## src/hdl/pqmm_pkg.sv

```systemverilog
// ----------------------------------------------------------------------------
// pqmm_pkg
// shared types and constants for the per-queue message mailbox
// ----------------------------------------------------------------------------
package pqmm_pkg;

    localparam int CMD_W    = 1;
    localparam int QUEUE_W  = 6;
    localparam int MSG_W    = 64;
    localparam int STATUS_W = 2;

    // slave tdata: queue then message, padded to whole bytes
    localparam int S_TDATA_W = ((QUEUE_W + MSG_W + 7) / 8) * 8;
    localparam int M_TDATA_W = MSG_W;

    localparam logic [CMD_W-1:0] CMD_SEND = 1'b0;
    localparam logic [CMD_W-1:0] CMD_RECV = 1'b1;

    localparam logic [STATUS_W-1:0] ST_OK      = 2'd0;
    localparam logic [STATUS_W-1:0] ST_EMPTY   = 2'd1;
    localparam logic [STATUS_W-1:0] ST_OVERRUN = 2'd2;

    // depth of the queue between the classifier and the store side
    localparam int FIFO_DEPTH = 4;

    typedef enum logic [2:0] {
        OP_WRITE  = 3'b001,
        OP_READ   = 3'b010,
        OP_STATUS = 3'b100
    } t_op;

    typedef struct packed {
        t_op                 op;
        logic [STATUS_W-1:0] status;
    } t_cmd;

endpackage

```

## src/hdl/pqmm_ram.sv

```systemverilog
// ----------------------------------------------------------------------------
// pqmm_ram
// simple dual-port ram, one write and one registered read per cycle
// ----------------------------------------------------------------------------
module pqmm_ram #(
    parameter int WIDTH = 64,
    parameter int DEPTH = 1024
) (
    input  logic                     i_clk,
    input  logic                     i_we,
    input  logic [$clog2(DEPTH)-1:0] i_waddr,
    input  logic [WIDTH-1:0]         i_wdata,
    input  logic                     i_re,
    input  logic [$clog2(DEPTH)-1:0] i_raddr,
    output logic [WIDTH-1:0]         o_rdata
);

    logic [WIDTH-1:0] r_mem [DEPTH];
    logic [WIDTH-1:0] r_rdata;

    always_ff @(posedge i_clk) begin
        if (i_we) begin
            r_mem[i_waddr] <= i_wdata;
        end
        if (i_re) begin
            r_rdata <= r_mem[i_raddr];
        end
    end

    assign o_rdata = r_rdata;

endmodule

```

## src/hdl/pqmm_front.sv

```systemverilog
// ----------------------------------------------------------------------------
// pqmm_front
// accepts items, reads and updates the queue pointers, classifies each item
// ----------------------------------------------------------------------------
module pqmm_front #(
    parameter int QUEUES = 64,
    parameter int SLOTS  = 1024
) (
    input  logic                           i_clk,
    input  logic                           i_rst_n,
    input  logic                           i_valid,
    output logic                           o_ready,
    input  logic [pqmm_pkg::CMD_W-1:0]     i_cmd,
    input  logic [pqmm_pkg::QUEUE_W-1:0]   i_queue,
    input  logic [pqmm_pkg::MSG_W-1:0]     i_message,
    output logic                           o_push,
    input  logic                           i_full,
    output pqmm_pkg::t_cmd                 o_cmd,
    output logic [$clog2(QUEUES*SLOTS)-1:0] o_addr,
    output logic [pqmm_pkg::MSG_W-1:0]     o_message
);

    import pqmm_pkg::*;

    localparam int QAW = $clog2(QUEUES);
    localparam int PW  = $clog2(SLOTS);
    localparam int AW  = $clog2(QUEUES * SLOTS);

    logic             accept;
    logic             s1_fire;
    logic [QAW-1:0]   in_qa;
    logic             in_range;

    logic             r_s1_vld;
    logic [CMD_W-1:0] r_s1_cmd;
    logic [QAW-1:0]   r_s1_qa;
    logic             r_s1_inr;
    logic [AW-1:0]    r_s1_base;
    logic [MSG_W-1:0] r_s1_msg;
    logic             r_vld_hit;
    logic             r_fwd;
    logic [2*PW-1:0]  r_fwd_ptr;
    logic [QUEUES-1:0] r_ptr_vld;

    logic [2*PW-1:0]  ram_rdata;
    logic [2*PW-1:0]  ptr;
    logic [2*PW-1:0]  n_ptr;
    logic [PW-1:0]    rp;
    logic [PW-1:0]    wp;
    logic [PW-1:0]    rp_next;
    logic [PW-1:0]    wp_next;
    t_cmd             cmd;
    logic [AW-1:0]    addr;

    assign in_qa    = QAW'(i_queue);
    assign in_range = 32'(i_queue) < QUEUES;
    assign s1_fire  = r_s1_vld && !i_full;
    assign o_ready  = !r_s1_vld || s1_fire;
    assign accept   = i_valid && o_ready;

    pqmm_ram #(
        .WIDTH (2 * PW),
        .DEPTH (QUEUES)
    ) u_ptr_ram (
        .i_clk   (i_clk),
        .i_we    (s1_fire && r_s1_inr),
        .i_waddr (r_s1_qa),
        .i_wdata (n_ptr),
        .i_re    (accept),
        .i_raddr (in_qa),
        .o_rdata (ram_rdata)
    );

    // a queue never written yet reads as zero pointers
    assign ptr = r_fwd ? r_fwd_ptr : (r_vld_hit ? ram_rdata : '0);
    assign rp  = ptr[PW-1:0];
    assign wp  = ptr[2*PW-1:PW];
    assign rp_next = (rp == PW'(SLOTS - 1)) ? '0 : rp + 1'b1;
    assign wp_next = (wp == PW'(SLOTS - 1)) ? '0 : wp + 1'b1;

    always_comb begin
        n_ptr      = ptr;
        cmd.op     = OP_STATUS;
        cmd.status = ST_OK;
        addr       = r_s1_base + AW'(wp);
        if (!r_s1_inr) begin
            cmd.status = (r_s1_cmd == CMD_RECV) ? ST_EMPTY : ST_OK;
        end else if (r_s1_cmd == CMD_SEND) begin
            cmd.op     = OP_WRITE;
            n_ptr      = {wp_next, rp};
            cmd.status = (wp_next == rp) ? ST_OVERRUN : ST_OK;
        end else if (rp == wp) begin
            cmd.status = ST_EMPTY;
        end else begin
            cmd.op = OP_READ;
            addr   = r_s1_base + AW'(rp);
            n_ptr  = {wp, rp_next};
        end
    end

    always_ff @(posedge i_clk) begin
        if (!i_rst_n) begin
            r_s1_vld  <= 1'b0;
            r_ptr_vld <= '0;
            r_fwd     <= 1'b0;
            r_vld_hit <= 1'b0;
        end else begin
            if (accept) begin
                r_s1_vld <= 1'b1;
            end else if (s1_fire) begin
                r_s1_vld <= 1'b0;
            end
            if (s1_fire && r_s1_inr) begin
                r_ptr_vld[r_s1_qa] <= 1'b1;
            end
            if (accept) begin
                // same queue as the item leaving now: ram read is stale
                r_fwd     <= s1_fire && r_s1_inr && (in_qa == r_s1_qa);
                r_vld_hit <= in_range && r_ptr_vld[in_qa];
            end
        end
    end

    always_ff @(posedge i_clk) begin
        if (accept) begin
            r_s1_cmd  <= i_cmd;
            r_s1_qa   <= in_qa;
            r_s1_inr  <= in_range;
            r_s1_base <= AW'(in_qa) * AW'(SLOTS);
            r_s1_msg  <= i_message;
            r_fwd_ptr <= n_ptr;
        end
    end

    assign o_push    = s1_fire;
    assign o_cmd     = cmd;
    assign o_addr    = addr;
    assign o_message = r_s1_msg;

endmodule

```

## config.mk

```make
export PLATFORM = sky130hd
export DESIGN_NAME = pqmm_front
export DESIGN_NICKNAME = d
export VERILOG_FILES = /design/src/hdl/pqmm_pkg.sv /design/src/hdl/pqmm_ram.sv /design/src/hdl/pqmm_front.sv
export SDC_FILE = /design/constraint.sdc
export NUM_CORES = 1
export LEC_CHECK = 0
export BUFFER_PORTS_ARGS = -buffer_cell sky130_fd_sc_hd__buf_4
export CAP_MARGIN = 15
export CORE_MARGIN = 2
export CORE_UTILIZATION = 60
export DETAILED_ROUTE_END_ITERATION = 7
export GPL_ROUTABILITY_DRIVEN = 0
export PLACE_DENSITY = 0.77
export SETUP_SLACK_MARGIN = 0.2
export SLEW_MARGIN = 20
export SYNTH_ARGS = -nofsm -noshare
export SYNTH_HDL_FRONTEND = slang
export SYNTH_SLANG_ARGS = --single-unit
```

## constraint.sdc

```tcl
create_clock -name i_clk -period 18.2 [get_ports i_clk]
set_input_delay 3.64 -clock i_clk [delete_from_list [all_inputs] [get_ports i_clk]]
set_output_delay 3.64 -clock i_clk [all_outputs]
set_load 0.1 [all_outputs]
```

==> results.yml <==
drt:
  routed_wl_mm: 145
  ant_nets: 0
  drtPass1Iterations: 6
  post-route-drc-count: 0
  vias_per_cell: 6.90
  vias: 28127
  wire_per_inst_um: 35.5
  drt_iter0_markers: 3957
cts:
  cts_buffers: 140
  htreeDepth: 4
  tritoncts: "done"
  clock_path_buffers: 3
  cts_hold_buf: 0
  ctsRootBufferMaster: "clkbuf_16"
  clk_latency_ps: 760
  path_clk_slew_ps: 60
  post_cts_resize_count: 0
  clkSinkCount: 1458
  cts_setup_buffers: 0
run_status:
  outcome: "finished clean"
critical_path:
  critPathMaxStageDelay_ps: 580
  critPathBufInv: 3
  r2r-start: "r_fwd"
  worstPathMaxFanout: 65
  slowest_stage: "nand4_1"
  rrSetupSlack_ps: 14130
  endpoint_kind: "output port"
  cp.arrival_ps: 4560
  start_kind: "register"
  path_delay_family: "simple AND/OR/NAND/NOR gates"
  reg2reg_depth: 10
  worstPathRequired_ps: 14560
  crit_type: "register to output port"
  reg2reg_to: "u_ptr_ram.r_mem[43][15]"
  path_cells: "buf_4, nand2_1, and2_1, inv_1, ha_1, a21boi_1, nand4_1, a311oi_1, a311oi_1, nor4_1, buf_4"
place:
  place_inst: 3817
  dpl-instance-area_um2: 59500
  place_hpwl_mm: 74.7
  port_buffers: 161
worst_hold_path:
  hold_depth: 1
  hold_end: "r_ptr_vld[30]"
  hold_start: "r_ptr_vld[30]"
  hp-class: "register to register"
synth:
  synth_fp_nets: 2548
  yosysWarnings: 0
  synthArstFlopShare_pct: 0
  synth_area_um2: 56300
  ys_types: 58
  synth_edf_count: 1391
  yosys_register_bits: 1458
  ys_seq_area_share_pct: 76.6
  synthCells: 2471
  postSynthAreaPerCell_um2: 22.8
  synth_ff_type: "edfxtp_1"
die:
  initial_utilization_pct: 60.4
  num_io_pins: 162
  die_w_um: 310
  rows: 112
  core_um2: 93200
  dieHeight_um: 310
  die_area_um2: 96300
sta:
  rsz0062_at_grt: "no"
  max_freq_ghz: 0.122
  slew_headroom_pct: 20.1
  drv_slew: 0
  skew_ps: 49.0
  min_period_ps: 8200
  tns_ps: 0
  hold_viol: 0
  setup_violations: 0
  post-route-period-util_pct: 45.1
  fin_hold_ws_ps: 460
  worst_pin_slew_ps: 1200
grt:
  first_global_vias: 28366
  grt_max_degree: 161
  grt_pass1_wl_mm: 205
  antenna_found_initial: 6
  grt_usage_pct: 31.0
  grt_overflow: 0
power:
  p_per_area_nw_per_um2: 108
  finalPower_mw: 6.92
  max-vdd-ir-drop_uv: 88.9
  total_leakage_power_nw: 20.5
finish:
  final_cells: 4075
  layout_commonest_cell: "edfxtp_1"
  drive_gt1_share_pct: 33.8
  final_nets: 2782
  postLayoutCellArea_um2: 63900
  area_delta_synth_final_pct: 13.5
  final_cell_mix: "1391 x edfxtp_1, 436 x mux4_2, 222 x buf_4"
run:
  max_cap_viol_count: 0
## worst reg2reg max path, stage by stage (launching register included)
cell and delay, ps:
dfxtp_2 310, buf_4 440, nand2_1 220, and2_1 220
inv_1 100, ha_1 230, a21boi_1 500, nand4_1 580
a21oi_1 400, o32ai_4 260, buf_4 390
## synthesized netlist by cell type, types with 18 or more instances
library cell	instances	area share (%)
clkbuf_1	70	0.47
mux4_2	436	17
xor2_1	20	0.31
nor2_1	85	0.57
o21a_1	66	0.88
nand2_1	51	0.34
dfxtp_1	67	2.4
buf_2	31	0.28
a21oi_1	18	0.16
nand3_1	23	0.20
edfxtp_1	1391	74
## layout make-up
| cell class | instances | area (um^2) |
|---|---|---|
| tap | 1254 | 1570 |
| timing repair buffer | 226 | 1730 |
| multi-input combinational | 873 | 13100 |
| antenna | 2 | 5.00 |
| fill | 5391 | 29300 |
| clock buffer | 180 | 3840 |
| clock inverter | 76 | 536 |
| sequential | 1458 | 43100 |
| inverter | 6 | 25.0 |
## registers in the layout, summed over array words and instances (netlist names)
name / flops
r_fwd: 1
r_vld_hit: 1
r_fwd_ptr: 20
o_message: 64
r_s1_cmd: 1
u_ptr_ram.r_mem: 1280
u_ptr_ram.o_rdata: 20
r_s1_base: 6
r_s1_vld: 1
r_ptr_vld: 64
## per-layer routing
layer / part of all wire (%) / routed length (um) / vias to the layer above / track usage, %
met2: 48 / 70000 / 2050 / 48.9
met5: 0.019 / 27 / - / 0
met3: 12 / 17400 / 369 / 8.47
met1: 34 / 49700 / 14702 / 40.5
li1: - / - / 11002 / -
met4: 5.2 / 7540 / 4 / 15.1
## worst max-delay path by stage
| stage | slack [ps] | start | to | cells after the start |
|---|---|---|---|---|
| after floorplan | 9090 | r_fwd | o_cmd[1] | 12 |
| after global placement | 10060 | i_queue[0] | u_ptr_ram.o_rdata[15] | 6 |
| after detailed placement | 10000 | i_queue[0] | u_ptr_ram.o_rdata[15] | 6 |
| after CTS | 10050 | r_fwd | o_cmd[1] | 11 |
| after global routing | 9700 | r_fwd | o_cmd[1] | 11 |
| final | 10000 | r_fwd | o_cmd[1] | 11 |
## cell families (layout without fill, tap and decap cells)
| logic type | Yosys count | after routing | share of synthesized area [%] |
|---|---|---|---|
| flip-flops | 1458 | 1458 | 76.6 |
| multiplexers | 442 | 442 | 17.6 |
| AND/OR/NAND/NOR | 235 | 235 | 2.04 |
| AO/OA/AOI/OAI | 161 | 161 | 2.08 |
| buffers and inverters | 140 | 488 | 1.16 |
| XOR/XNOR | 33 | 33 | 0.514 |
| adder cells (fa/ha/maj) | 2 | 2 | 0.0445 |
| other | 0 | 2 | 0 |
## per-stage QoR
| stage | utilization [%] | worst slack, ps |
|---|---|---|
| after detailed placement | 63.9 | 10000 |
| after floorplan | - | 9090 |
| after global routing | 68.6 | 9700 |
| after global placement | 63.9 | 10060 |
| after CTS | 68.6 | 10050 |
| final | 68.6 | 10000 |
## power breakdown
part / internal (mW) / switching, mW / total, mW
clock: 1.57 / 1.22 / 2.79
sequential: 3.69 / 0.0221 / 3.71
combinational: 0.144 / 0.283 / 0.428
total: 5.40 / 1.52 / 6.92
Note: power is estimated with default switching activity, not from simulation.
