**src/hdl/pqmm_pkg.sv**
```systemverilog
// ----------------------------------------------------------------------------
// pqmm_pkg
// shared types and constants for the per-queue message mailbox
// ----------------------------------------------------------------------------
package pqmm_pkg;

    localparam int CMD_W    = 1;
    localparam int QUEUE_W  = 6;
    localparam int MSG_W    = 64;
    localparam int STATUS_W = 2;

    // slave tdata: queue then message, padded to whole bytes
    localparam int S_TDATA_W = ((QUEUE_W + MSG_W + 7) / 8) * 8;
    localparam int M_TDATA_W = MSG_W;

    localparam logic [CMD_W-1:0] CMD_SEND = 1'b0;
    localparam logic [CMD_W-1:0] CMD_RECV = 1'b1;

    localparam logic [STATUS_W-1:0] ST_OK      = 2'd0;
    localparam logic [STATUS_W-1:0] ST_EMPTY   = 2'd1;
    localparam logic [STATUS_W-1:0] ST_OVERRUN = 2'd2;

    // depth of the queue between the classifier and the store side
    localparam int FIFO_DEPTH = 4;

    typedef enum logic [2:0] {
        OP_WRITE  = 3'b001,
        OP_READ   = 3'b010,
        OP_STATUS = 3'b100
    } t_op;

    typedef struct packed {
        t_op                 op;
        logic [STATUS_W-1:0] status;
    } t_cmd;

endpackage

```
**src/hdl/pqmm_fifo.sv**
```systemverilog
// ----------------------------------------------------------------------------
// pqmm_fifo
// short register queue between the classifier and the store side
// ----------------------------------------------------------------------------
module pqmm_fifo #(
    parameter int WIDTH = 90
) (
    input  logic             i_clk,
    input  logic             i_rst_n,
    input  logic             i_push,
    input  logic [WIDTH-1:0] i_data,
    output logic             o_full,
    input  logic             i_pop,
    output logic             o_empty,
    output logic [WIDTH-1:0] o_data
);

    import pqmm_pkg::*;

    localparam int IW = $clog2(FIFO_DEPTH);
    localparam int CW = $clog2(FIFO_DEPTH + 1);

    logic [WIDTH-1:0] r_mem [FIFO_DEPTH];
    logic [IW-1:0]    r_head;
    logic [IW-1:0]    r_tail;
    logic [CW-1:0]    r_count;

    assign o_full  = (r_count == CW'(FIFO_DEPTH));
    assign o_empty = (r_count == '0);
    assign o_data  = r_mem[r_head];

    always_ff @(posedge i_clk) begin
        if (!i_rst_n) begin
            r_head  <= '0;
            r_tail  <= '0;
            r_count <= '0;
        end else begin
            if (i_push) begin
                r_tail <= (r_tail == IW'(FIFO_DEPTH - 1)) ? '0 : r_tail + 1'b1;
            end
            if (i_pop) begin
                r_head <= (r_head == IW'(FIFO_DEPTH - 1)) ? '0 : r_head + 1'b1;
            end
            if (i_push && !i_pop) begin
                r_count <= r_count + 1'b1;
            end else if (i_pop && !i_push) begin
                r_count <= r_count - 1'b1;
            end
        end
    end

    always_ff @(posedge i_clk) begin
        if (i_push) begin
            r_mem[r_tail] <= i_data;
        end
    end

endmodule

```
**config.mk**
```make
export PLATFORM = sky130hd
export DESIGN_NAME = pqmm_fifo
export DESIGN_NICKNAME = d
export VERILOG_FILES = /design/src/hdl/pqmm_pkg.sv /design/src/hdl/pqmm_fifo.sv
export SDC_FILE = /design/constraint.sdc
export NUM_CORES = 1
export LEC_CHECK = 0
export BUFFER_PORTS_ARGS = -buffer_cell sky130_fd_sc_hd__buf_2
export CORE_MARGIN = 4
export CORE_UTILIZATION = 38
export CTS_CLUSTER_DIAMETER = 50
export DETAILED_ROUTE_END_ITERATION = 7
export GPL_TIMING_DRIVEN = 0
export PLACE_DENSITY = 0.56
export SYNTH_ARGS = -nofsm -noshare
export SYNTH_HDL_FRONTEND = slang
export SYNTH_SLANG_ARGS = --single-unit
```
**constraint.sdc**
```tcl
create_clock -name i_clk -period 4.15 [get_ports i_clk]
set_input_delay 0.415 -clock i_clk [delete_from_list [all_inputs] [get_ports i_clk]]
set_output_delay 0.415 -clock i_clk [all_outputs]
set_load 0.01 [all_outputs]
```
==> results by group, run 1 <==
Placement
  • GPL Wtd Cong: roughly 0.7
  • Dpl hpwl: 16.20 mm
  • Placed insts: 1,158
  • Placed Area: approximately 0.015 mm²
  • Port bufs: 185
  • Pre-CTS setup slack: about 1800 ps

Finish
  • Fillers: 2,881
  • Cell Count, Final, Fillers Out: 1,229
  • Share of cells above drive strength 1: 0.4534
  • Most frequent cells in the layout: edfxtp_1, buf_2, mux4_2
  • Most common cell after layout, fill and taps aside: edfxtp_1
  • Design Area, Final: 0.01634 mm²
  • Area Overhead vs Synth: 20.70%
  • Final Core Density: 0.4694
  • Layout Nets: 846

Worst setup path
  • Crit start category: register
  • WP depth: 4
  • Critical Path End Type: output port
  • Slowest-stage cell, CP: buf_1
  • CP Buf/Inv Count: 3
  • Most common cell type on the critical path: buf_2
  • Worst EP required: 3730 ps
  • Crit-path max cell delay: between 500 and 600 ps
  • Crit path kind: reg2out
  • CP cell instances: buf_1 -> buf_2 -> mux4_2 -> buf_2
  • Delay-heaviest family, CP: buffers and inverters
  • CP arrival: 2390 ps
  • Top fanout value on the critical path: 10
  • Number of cells on the worst reg-to-reg path: 4

Clock network
  • Reg clk slew, reported paths: ~60 ps
  • Hold buffer count at CTS: 0
  • H-tree level count: 2
  • Setup bufs post-CTS: 0
  • Sinks on Clock Net: ~370
  • Clk buf depth: 3
  • CTS tree: done
  • Clock Tree Root: clkbuf_16
  • Post-cts sizing count: 0
  • Skew-Pair Late Insertion Delay: 510 ps
  • CTS Buf Count: 40

STA
  • Min cycle time layout: ~2800 ps
  • Slew at the pin closest to its max-slew limit: 757.0 ps
  • Slew margin rel.: 0.4954
  • RSZ-0062 raised after global routing: false
  • Clock skew: between 7 and 8 ps
  • Setup violators final: 0
  • Fin. max-slew vios: 0
  • Peak Freq: 356.3 MHz
  • Tcrit/Tclk final: 0.6763
  • Final Hold Vio Count: 0
  • PnR worst setup slack: roughly 1300 ps

Synth
  • Post-synthesis sequential area ratio: 0.8121
  • Mapped Area: about 0.014 mm²
  • Synthesis Warnings: 0
  • Synth Area per Inst: between 20 and 30 µm²
  • Syn Nets: 615
  • Syn Inst Count: 514
  • Synth cell types: 23
  • Flop and latch count out of synthesis: 369

Drt
  • Residual DRC: 0
  • DRT iter0 DRCs: 367
  • Final wirelength: between 20 and 30 mm
  • Vias: 6,106
  • Via/cell ratio: between 4 and 5
  • DR WL/cell: between 20 and 25 µm
  • Post-route ant nets: 0
  • First-pass DRT Iterations: 6

GRT
  • GR Overflow Total: 0
  • Number of global-route vias before repair: 6,824
  • Largest net degree at the start of global routing: 49
  • First-pass GRT wire length: 39.78 mm
  • Antenna violations before repair: 2
  • Gr usage total: 0.1328

Die
  • Die Wd: 196.7 µm
  • Row cnt: 68
  • Die height: 196.7 µm
  • Die area: roughly 0.039 mm²
  • Area of the core: 0.03480 mm²
  • I/O Pins: 186
  • Starting density of the core: 0.3889

Power
  • Peak VDD IR: 303.7 µV
  • LEAKAGE: ~5.5 nW
  • Pwr Density: 500.3 mW/mm²

Min path
  • Worst hold-check path type: in2reg
  • Hold Crit Depth: 1

Run
  • Max-cap violations: 0

Outcome
  • Status: finished clean
-- final cells by class --
type / count / area (µm²) / area share
multi-input cells: 121 / 2298 / 0.1407
clock buffers: 46 / 1045 / 0.06396
well taps: 455 / 569.3 / 0.03485
repair buffers: 189 / 1036 / 0.06342
diodes: 2 / 5.005 / 0.0003064
inverters: 4 / 15.01 / 0.0009191
clock inverters: 23 / 136.4 / 0.008349
flip-flops and latches: 369 / 10990 / 0.6728
plain buffers: 20 / 240.2 / 0.01471
-- metal layers --
layer	part of all wire	global-route usage	wire length (µm)
met1	0.41	0.1720	10700
met2	0.50	0.2207	12970
met3	0.069	0.03778	1801
met4	0.023	0.03980	603
met5	0.0010	0	26
-- synthesized netlist by cell type, drive strengths merged --
master | n | share of area
a21boi | 1 | 0.00055
a21oi | 1 | 0.00037
and2 | 5 | 0.0023
buf | 20 | 0.018
dfxtp | 9 | 0.013
edfxtp | 360 | 0.80
fa | 1 | 0.0015
ha | 6 | 0.0055
inv | 4 | 0.0011
mux2i | 3 | 0.0022
mux4 | 90 | 0.15
nor2 | 1 | 0.00028
nor2b | 4 | 0.0018
nor3 | 1 | 0.00037
nor3b | 3 | 0.0017
o21a | 1 | 0.00055
o21ai | 1 | 0.00037
or3 | 1 | 0.00046
xnor2 | 1 | 0.00065
xor2 | 1 | 0.00065
-- sequential cells by signal, summed over array words and instances (netlist names), named ones only --
signal / flops
r_head: 2
r_mem: 360
r_count: 3
r_tail: 2
-- where the power goes --
part / switching [W] / internal (W) / total (W)
clock network: 0.00132 / 0.00186 / 0.00318
registers: 0.0000356 / 0.00425 / 0.00429
logic: 0.000375 / 0.000329 / 0.000704
-- cells by family after synthesis --
family | after synthesis | synth area share
DFF | 369 | 0.8121
muxes | 93 | 0.1520
buffers and inverters | 24 | 0.01886
and+or+nand+nor | 15 | 0.006933
adders and majority gates | 7 | 0.007026
AOI/OAI and AO/OA | 4 | 0.001849
xor gates and xnor gates | 2 | 0.001294
-- path summary, 6_finish.rpt --
| check | startpoint | endpoint | slack [ps] |
|---|---|---|---|
| worst max-delay path | register | o_data[62] | 1340 |
| worst min-delay path | i_data[7] | r_mem[1][7] | 120 |
| worst max register to register | r_tail[0] | r_mem[2][27] | 2180 |
| worst min register to register | r_head[1] | register | 560 |
-- through the flow --
stage          TNS [ps]  power (W)  hold slack [ps]
6_report              0   0.008173            115.1
4_1_cts               0   0.008296            88.55
2_1_floorplan         0   0.004775            472.4
3_3_place_gp    -210460   0.005066            491.6
3_5_place_dp          0   0.005090            555.4
5_1_grt               0   0.008506            96.30
No activity file was read; power rests on OpenSTA's default activity.
==> run 2, diff against run 1 <==
--- a/config.mk
+++ b/config.mk
@@ -5,13 +5,14 @@
 export SDC_FILE = /design/constraint.sdc
 export NUM_CORES = 1
 export LEC_CHECK = 0
+export ABC_AREA = 1
 export BUFFER_PORTS_ARGS = -buffer_cell sky130_fd_sc_hd__buf_2
 export CORE_MARGIN = 4
 export CORE_UTILIZATION = 38
 export CTS_CLUSTER_DIAMETER = 50
 export DETAILED_ROUTE_END_ITERATION = 7
 export GPL_TIMING_DRIVEN = 0
-export PLACE_DENSITY = 0.56
+export PLACE_DENSITY = 0.58
 export SYNTH_ARGS = -nofsm -noshare
 export SYNTH_HDL_FRONTEND = slang
 export SYNTH_SLANG_ARGS = --single-unit
==> constraint.sdc (replaced) <==
create_clock -name i_clk -period 2.3 [get_ports i_clk]
set_input_delay 0.23 -clock i_clk [delete_from_list [all_inputs] [get_ports i_clk]]
set_output_delay 0.23 -clock i_clk [all_outputs]
set_load 0.01 [all_outputs]
==> run 2 against run 1 <==
Sequential power rose by 81%. Final cell count rose by 43%. Critical path depth rose by 4. Register-to-register slack got worse by 2000 ps. Die area rose by 1.4%. Design area rose by 11%. Combinational power rose to 2.6 times the previous value. Power rose by 94%. Flip-flop and latch count did not move. Largest power group unchanged.
==> results by group, run 2 <==
Synth
  • Mapped Area: 0.01374 mm² (+1.5%)
  • Share of Yosys cell area claimed by the top area cell type: 0.7869 (-0.01186)
  • Post-synth top area cell: edfxtp_1
  • Post-synthesis sequential area ratio: 0.8000 (-0.01206)
  • Count leader, synth: edfxtp_1
  • Main synth FF type: edfxtp_1
  • Ys async rst share: 0 (unchanged)
  • Synthesis Warnings: 0 (unchanged)
  • Synth cell types: 21 (-8.7%)
  • Flop and latch count out of synthesis: 369 (unchanged)
  • Top area cells in the synthesized netlist: edfxtp_1, o21ai_0, nor2_1
  • EDFF count, synth: 360 (unchanged)
  • Synth Area per Inst: 14.79 µm² (-44%)
  • Syn Nets: 1,030 (+67%)
  • Commonest cells post-synth: edfxtp_1, nor2_1, o21ai_0, o22ai_1, clkbuf_1
  • Syn Inst Count: 929 (+81%)

Worst setup path
  • Most common cell type on the critical path: buf_12
  • CP cell instances: buf_12 -> buf_12 -> inv_12 -> buf_16 -> buf_8 -> nor2_1 -> o22ai_2 -> buf_2
  • Reg-to-Reg End: r_mem[1][36]
  • Top fanout value on the critical path: 10 (unchanged)
  • Crit-path max cell delay: 320 ps (-250 ps)
  • Delay-heaviest family, CP: buffers and inverters
  • CP Buf/Inv Count: 6 (+3)
  • Reg2Reg Setup Slack: 200 ps (-1980 ps)
  • Worst EP required: 2070 ps (-1660 ps)
  • Crit path kind: reg2out
  • CP arrival: 2020 ps (-370 ps)
  • Critical Path End Type: output port
  • RR Startpoint: r_tail[1]
  • Slowest-stage cell, CP: dfxtp_1
  • Number of cells on the worst reg-to-reg path: 6 (+2)
  • Crit start category: register

Min path
  • Hold Crit Depth: 3 (+2)
  • Hold Path Sink: r_head[1]
  • Worst hold-check path type: in2reg
  • Worst Hold Launch: i_pop

Clock network
  • Clock Tree Root: clkbuf_16
  • CTS Buf Count: 41 (+2.5%)
  • Sinks on Clock Net: 369 (unchanged)
  • CTS tree: done
  • Skew-Pair Late Insertion Delay: 540 ps (+30 ps)
  • Clk buf depth: 3 (unchanged)
  • H-tree level count: 2 (unchanged)
  • Reg clk slew, reported paths: 50 ps (about the same)

STA
  • PnR worst setup slack: 53.66 ps (-1290 ps)
  • Peak Freq: roughly 450 MHz
  • Slew margin rel.: 0.4175 (-0.07783)
  • Min cycle time layout: 2246 ps
  • Slew at the pin closest to its max-slew limit: 868.9 ps (+112.0 ps)
  • Final Hold Vio Count: 0 (unchanged)
  • Setup violators final: 0 (unchanged)
  • Final hold slack: 25.09 ps (-90.00 ps)
  • Clock skew: 11.05 ps (+3.533 ps)
  • Fin. max-slew vios: 0 (unchanged)
  • Tcrit/Tclk final: 0.9767
  • RSZ-0062 raised after global routing: true

Finish
  • Most frequent cells in the layout: edfxtp_1, nor2_1, buf_2
  • Largest registers: r_mem x360, r_count x3
  • Layout Nets: 1,367 (+62%)
  • Most common cell after layout, fill and taps aside: edfxtp_1
  • Area Overhead vs Synth: 32.09%
  • Share of cells above drive strength 1: 0.2727 (-0.1807)
  • Fillers: 3,078 (+6.8%)
  • Biggest register: r_mem
  • Design Area, Final: 0.01815 mm² (+11%)
  • Largest register FFs: 360 (unchanged)

Die
  • Row cnt: 69 (+1.5%)
  • Die height: 198.1 µm (+0.72%)
  • Starting density of the core: 0.3853 (-0.003629)
  • Die area: 0.03926 mm² (+1.4%)
  • Die Wd: 198.1 µm (+0.72%)
  • Area of the core: 0.03566 mm² (+2.5%)
  • I/O Pins: 186 (unchanged)

Drt
  • First-pass DRT Iterations: 4 (-2)
  • Final wirelength: 35.16 mm (+35%)
  • Via/cell ratio: 5.010 (+0.83%)
  • Vias: 8,782 (+44%)
  • Residual DRC: 0 (unchanged)
  • DRT iter0 DRCs: 462 (+26%)
  • Post-route ant nets: 0 (unchanged)
  • DR WL/cell: 20.06 µm (-5.6%)

Placement
  • GPL Wtd Cong: 0.7019 (-0.13%)
  • Placed Area: 0.01552 mm² (+2.4%)
  • Pre-CTS setup slack: -117.8 ps (-1900 ps)
  • Dpl hpwl: 20.62 mm (+27%)
  • Port bufs: 185 (unchanged)

GRT
  • Largest net degree at the start of global routing: 33 (-33%)
  • Number of global-route vias before repair: 8,841 (+30%)
  • Gr usage total: 0.1754 (+0.04256)
  • GR Overflow Total: 0 (unchanged)
  • First-pass GRT wire length: 52.18 mm (+31%)
  • Antenna violations before repair: 2 (unchanged)

Power
  • LEAKAGE: 6.504 nW (+18%)
  • Pwr Density: 873.8 mW/mm² (+75%)
  • Peak VDD IR: 628.3 µV (+110%)
  • Pwr Total: 0.01586 W (+94%)

Run
  • Max-cap violations: 0 (unchanged)

Outcome
  • Status: finished clean
[run 2: where the power goes]
part | leakage, nW | switching, W | internal [W]
Sequential | 3.38 | 0.0000663 | 0.00769
Clock | 0.617 | 0.00245 | 0.00380
Combinational | 2.50 | 0.00111 | 0.000739
[run 2: worst min-delay path: cells and delay by family]
kind                   cells  cell delay (ps)
AND/OR/NAND/NOR            1              120
buffers and inverters      1               90
AO/OA/AOI/OAI              1               60
[run 2: how the worst max path moves through the flow]
stage | cells after the start | slack [ps] | to
4_1_cts | 7 | 7 | o_data[57]
3_3_place_gp | 4 | -1430 | r_mem[0][41]
3_5_place_dp | 6 | -120 | o_data[6]
6_report | 8 | 50 | o_data[69]
2_1_floorplan | 4 | -20 | r_mem[0][0]
5_1_grt | 8 | -20 | o_data[72]
[run 2: cells by family after synthesis]
| logic type | after synthesis | share of synthesized area |
|---|---|---|
| fa+ha+maj | 7 | 0.006922 |
| flops | 369 | 0.8000 |
| simple gates | 202 | 0.05583 |
| xor+xnor | 1 | 0.0006376 |
| compound gates | 276 | 0.1087 |
| buf+inv | 74 | 0.02787 |
[run 2: cell type report]
type,count,area [µm²],share of cell area
multi-input combinational,486,2524,0.1391
buffer,58,519.2,0.02861
clock inverter,18,209.0,0.01151
sequential,369,10990,0.6058
timing repair buffer,293,2166,0.1194
tap,461,576.8,0.03179
clock buffer,50,1060,0.05840
timing repair inverter,1,5.005,0.0002758
antenna,1,2.502,0.0001379
inverter,16,91.34,0.005033
[run 2: per-layer routing]
metal | global-route usage | vias to the layer above | wire (µm)
li1 | - | 4184 | -
met1 | 0.2352 | 4312 | 15500
met2 | 0.2867 | 227 | 16930
met3 | 0.03658 | 57 | 1857
met4 | 0.05993 | 2 | 857
met5 | 0 | - | 7
[run 2: through the flow]
step | util | setup TNS, ps | std cells
global placement | 0.4284 | -471800 | 1575
CTS | 0.5057 | 0 | 1752
floorplan | - | -7216 | 929
finish | 0.5089 | 0 | 1753
detailed placement | 0.4352 | -2077 | 1586
global route | 0.5089 | -52.12 | 1753
[run 2: timing repair]
item / in CTS / in global routing
hold buffers: 91 / 0
gates cloned: 2 / 0
gates resized for setup: 93 / 47
hold endpoints to repair: 366 / 0
pin swaps: 7 / 4
buffers inserted: 5 / 0
setup endpoints to repair: 122 / 48
==> run 3, diff against run 2 <==
--- a/config.mk
+++ b/config.mk
@@ -6,9 +6,10 @@
 export NUM_CORES = 1
 export LEC_CHECK = 0
 export ABC_AREA = 1
-export BUFFER_PORTS_ARGS = -buffer_cell sky130_fd_sc_hd__buf_2
+export BUFFER_PORTS_ARGS = -buffer_cell sky130_fd_sc_hd__clkbuf_2
 export CORE_MARGIN = 4
 export CORE_UTILIZATION = 38
+export CTS_BUF_LIST = sky130_fd_sc_hd__clkbuf_8
 export CTS_CLUSTER_DIAMETER = 50
 export DETAILED_ROUTE_END_ITERATION = 7
 export GPL_TIMING_DRIVEN = 0
==> run 3 against run 2 <==
Wire length rose by 1.9%. Global-route usage rose by 0.15 points. Register-to-register slack improved by 50 ps. Largest power group unchanged. First-iteration DRC count fell by 20%. Design area is 5.8% higher. Die area unchanged. Clock power is 13% lower. The flow now finishes with violations (setup timing). Critical path type unchanged. Sequential power is essentially flat. Via count is 1.6% higher.
==> results by group, run 3 (synthesis gave the netlist of run 2 again) <==
STA
  • RSZ-0062 raised after global routing: true
  • PnR worst setup slack: -19.19 ps (-72.85 ps)
  • Tcrit/Tclk final: 1.008 (+0.03167)
  • Setup violators final: 6 (+6)
  • Peak Freq: 431.2 MHz (-3.1%)
  • Min cycle time layout: 2319 ps (+72.85 ps)
  • Clock skew: 13.13 ps (+2.075 ps)
  • Final Hold Vio Count: 0 (unchanged)
  • Slew margin rel.: 0.4737 (+0.05621)
  • Fin. max-slew vios: 0 (unchanged)
  • Slew at the pin closest to its max-slew limit: 785.1 ps (-83.85 ps)

Drt
  • DR WL/cell: 19.83 µm (-1.1%)
  • Vias: 8,919 (+1.6%)
  • DRT iter0 DRCs: 370 (-20%)
  • Final wirelength: 35.83 mm (+1.9%)
  • Via/cell ratio: 4.936 (-1.5%)
  • First-pass DRT Iterations: 4 (unchanged)
  • Post-route ant nets: 0 (unchanged)
  • Residual DRC: 0 (unchanged)

Placement
  • Port bufs: 185 (unchanged)
  • GPL Wtd Cong: 0.7091 (+1.0%)
  • Placed Area: 0.01552 mm² (about the same)
  • Dpl hpwl: 20.65 mm (+0.15%)

Run
  • Max-cap violations: 0 (unchanged)

Finish
  • Biggest register: r_mem
  • Most common cell after layout, fill and taps aside: edfxtp_1
  • Design Area, Final: 0.01920 mm² (+5.8%)
  • Share of cells above drive strength 1: 0.3941 (+0.1214)
  • Fillers: 2,966 (-3.6%)
  • Most frequent cells in the layout: edfxtp_1, o21ai_0, clkbuf_2
  • Largest register FFs: 360 (unchanged)
  • Largest registers: r_mem x360, r_count x3
  • Area Overhead vs Synth: 39.74%
  • Layout Nets: 1,401 (+2.5%)

GRT
  • Gr usage total: 0.1769 (+0.001545)
  • GR Overflow Total: 0 (unchanged)
  • Largest net degree at the start of global routing: 32 (-3.0%)
  • Antenna violations before repair: 2 (unchanged)
  • Number of global-route vias before repair: 9,119 (+3.1%)
  • First-pass GRT wire length: 52.98 mm (+1.5%)

Clock network
  • Clock Tree Root: clkbuf_8
  • Reg clk slew, reported paths: 60 ps (about the same)
  • CTS Buf Count: 59 (+44%)
  • Sinks on Clock Net: 369 (unchanged)
  • CTS tree: done
  • H-tree level count: 2 (unchanged)
  • Skew-Pair Late Insertion Delay: 610 ps (+70 ps)
  • Clk buf depth: 3 (unchanged)

Worst setup path
  • Worst EP required: 2070 ps (about the same)
  • Top fanout value on the critical path: 7 (-3)
  • Critical Path End Type: output port
  • Crit start category: register
  • CP arrival: 2090 ps (+70 ps)
  • Crit path kind: reg2out

Die
  • Starting density of the core: 0.3853 (unchanged)
  • Area of the core: 0.03566 mm² (unchanged)
  • Die area: 0.03926 mm² (unchanged)
  • Die height: 198.1 µm (unchanged)
  • Die Wd: 198.1 µm (unchanged)
  • Row cnt: 69 (unchanged)
  • I/O Pins: 186 (unchanged)

Power
  • LEAKAGE: 6.860 nW (+5.5%)
  • Pwr Total: 0.01536 W (-3.1%)
  • Pwr Density: 800.1 mW/mm² (-8.4%)
  • Peak VDD IR: 488.1 µV (-22%)

Outcome
  • Status: complete, but fails checks
  • Failing checks: setup timing

Min path
  • Worst hold-check path type: in2reg
==> run 3: cell count changes in the layout (fill, tap and decap cells not counted), moves of 51 or more <==
cell      delta
buf_2      -123
clkbuf_2   +105
clkbuf_8    +63
nor2_1      -86
nor2_4      +51
==> run 3: metrics by stage <==
step / setup slack, ps / std cells / utilization / setup TNS, ps / hold slack (ps)
3_5_place_dp: -84.37 / 1587 / 0.4353 / -412.0 / 450.3
4_1_cts: -121.9 / 1803 / 0.5197 / -6187 / 322.8
3_3_place_gp: -1395 / 1575 / 0.4284 / -468620 / 447.9
6_report: -19.19 / 1807 / 0.5384 / -55.43 / 374.1
2_1_floorplan: -21.92 / 929 / - / -7216 / 328.9
5_1_grt: -93.39 / 1807 / 0.5384 / -4538 / 350.2
==> run 3: power by group <==
part | switching [W] | total, W | internal (W)
Clock | 0.00253 | 0.00547 | 0.00294
Combinational | 0.00121 | 0.00212 | 0.000909
Sequential | 0.0000780 | 0.00776 | 0.00769
==> run 3: worst max-delay path: stages (launching register included) <==
cell,delay (ps)
dfxtp_4,360
buf_8,140
buf_12,150
clkinv_16,80
buf_16,150
clkbuf_16,180
nor2_4,30
o22ai_2,190
buf_2,170
==> run 3: repair_timing <==
item | in CTS | in global routing
hold buffers | 93 | 0
resized for setup | 179 | 297
gates cloned | 7 | 6
endpoints found under the setup margin | 90 | 120
endpoints found under the hold margin | 369 | 0
buffers inserted | 10 | 1
pin swaps | 57 | 35
==> run 3: path summary, 6_finish.rpt <==
path	cells after the start	from	endpoint	slack [ps]
worst max register to register	5	r_tail[0]	r_mem[3][18]	250
worst min register to register	2	r_tail[1]	r_tail[1]	500
worst max-delay path	8	register	o_data[73]	-20
worst min-delay path	2	i_data[39]	r_mem[3][39]	370
==> run 3: final cells by class <==
class	instances	area, µm²	share of cell area
clock buffers	65	894.6	0.04660
flip-flops and latches	369	11000	0.5728
plain buffers	58	593.1	0.03089
repair inverters	2	13.76	0.0007169
clock inverters	41	266.5	0.01388
diodes	1	2.502	0.0001304
well taps	461	576.8	0.03005
repair buffers	308	2506	0.1305
inverters	16	105.1	0.005475
multi-input cells	486	3242	0.1689
==> run 3: layer usage <==
layer  GRT usage  routed length (µm)  vias up
met4     0.05305                 681        2
met3     0.03863                1847       60
met5           0                  12        -
met2      0.2901               17290      210
met1      0.2386               15990     4385
li1            -                   -     4262
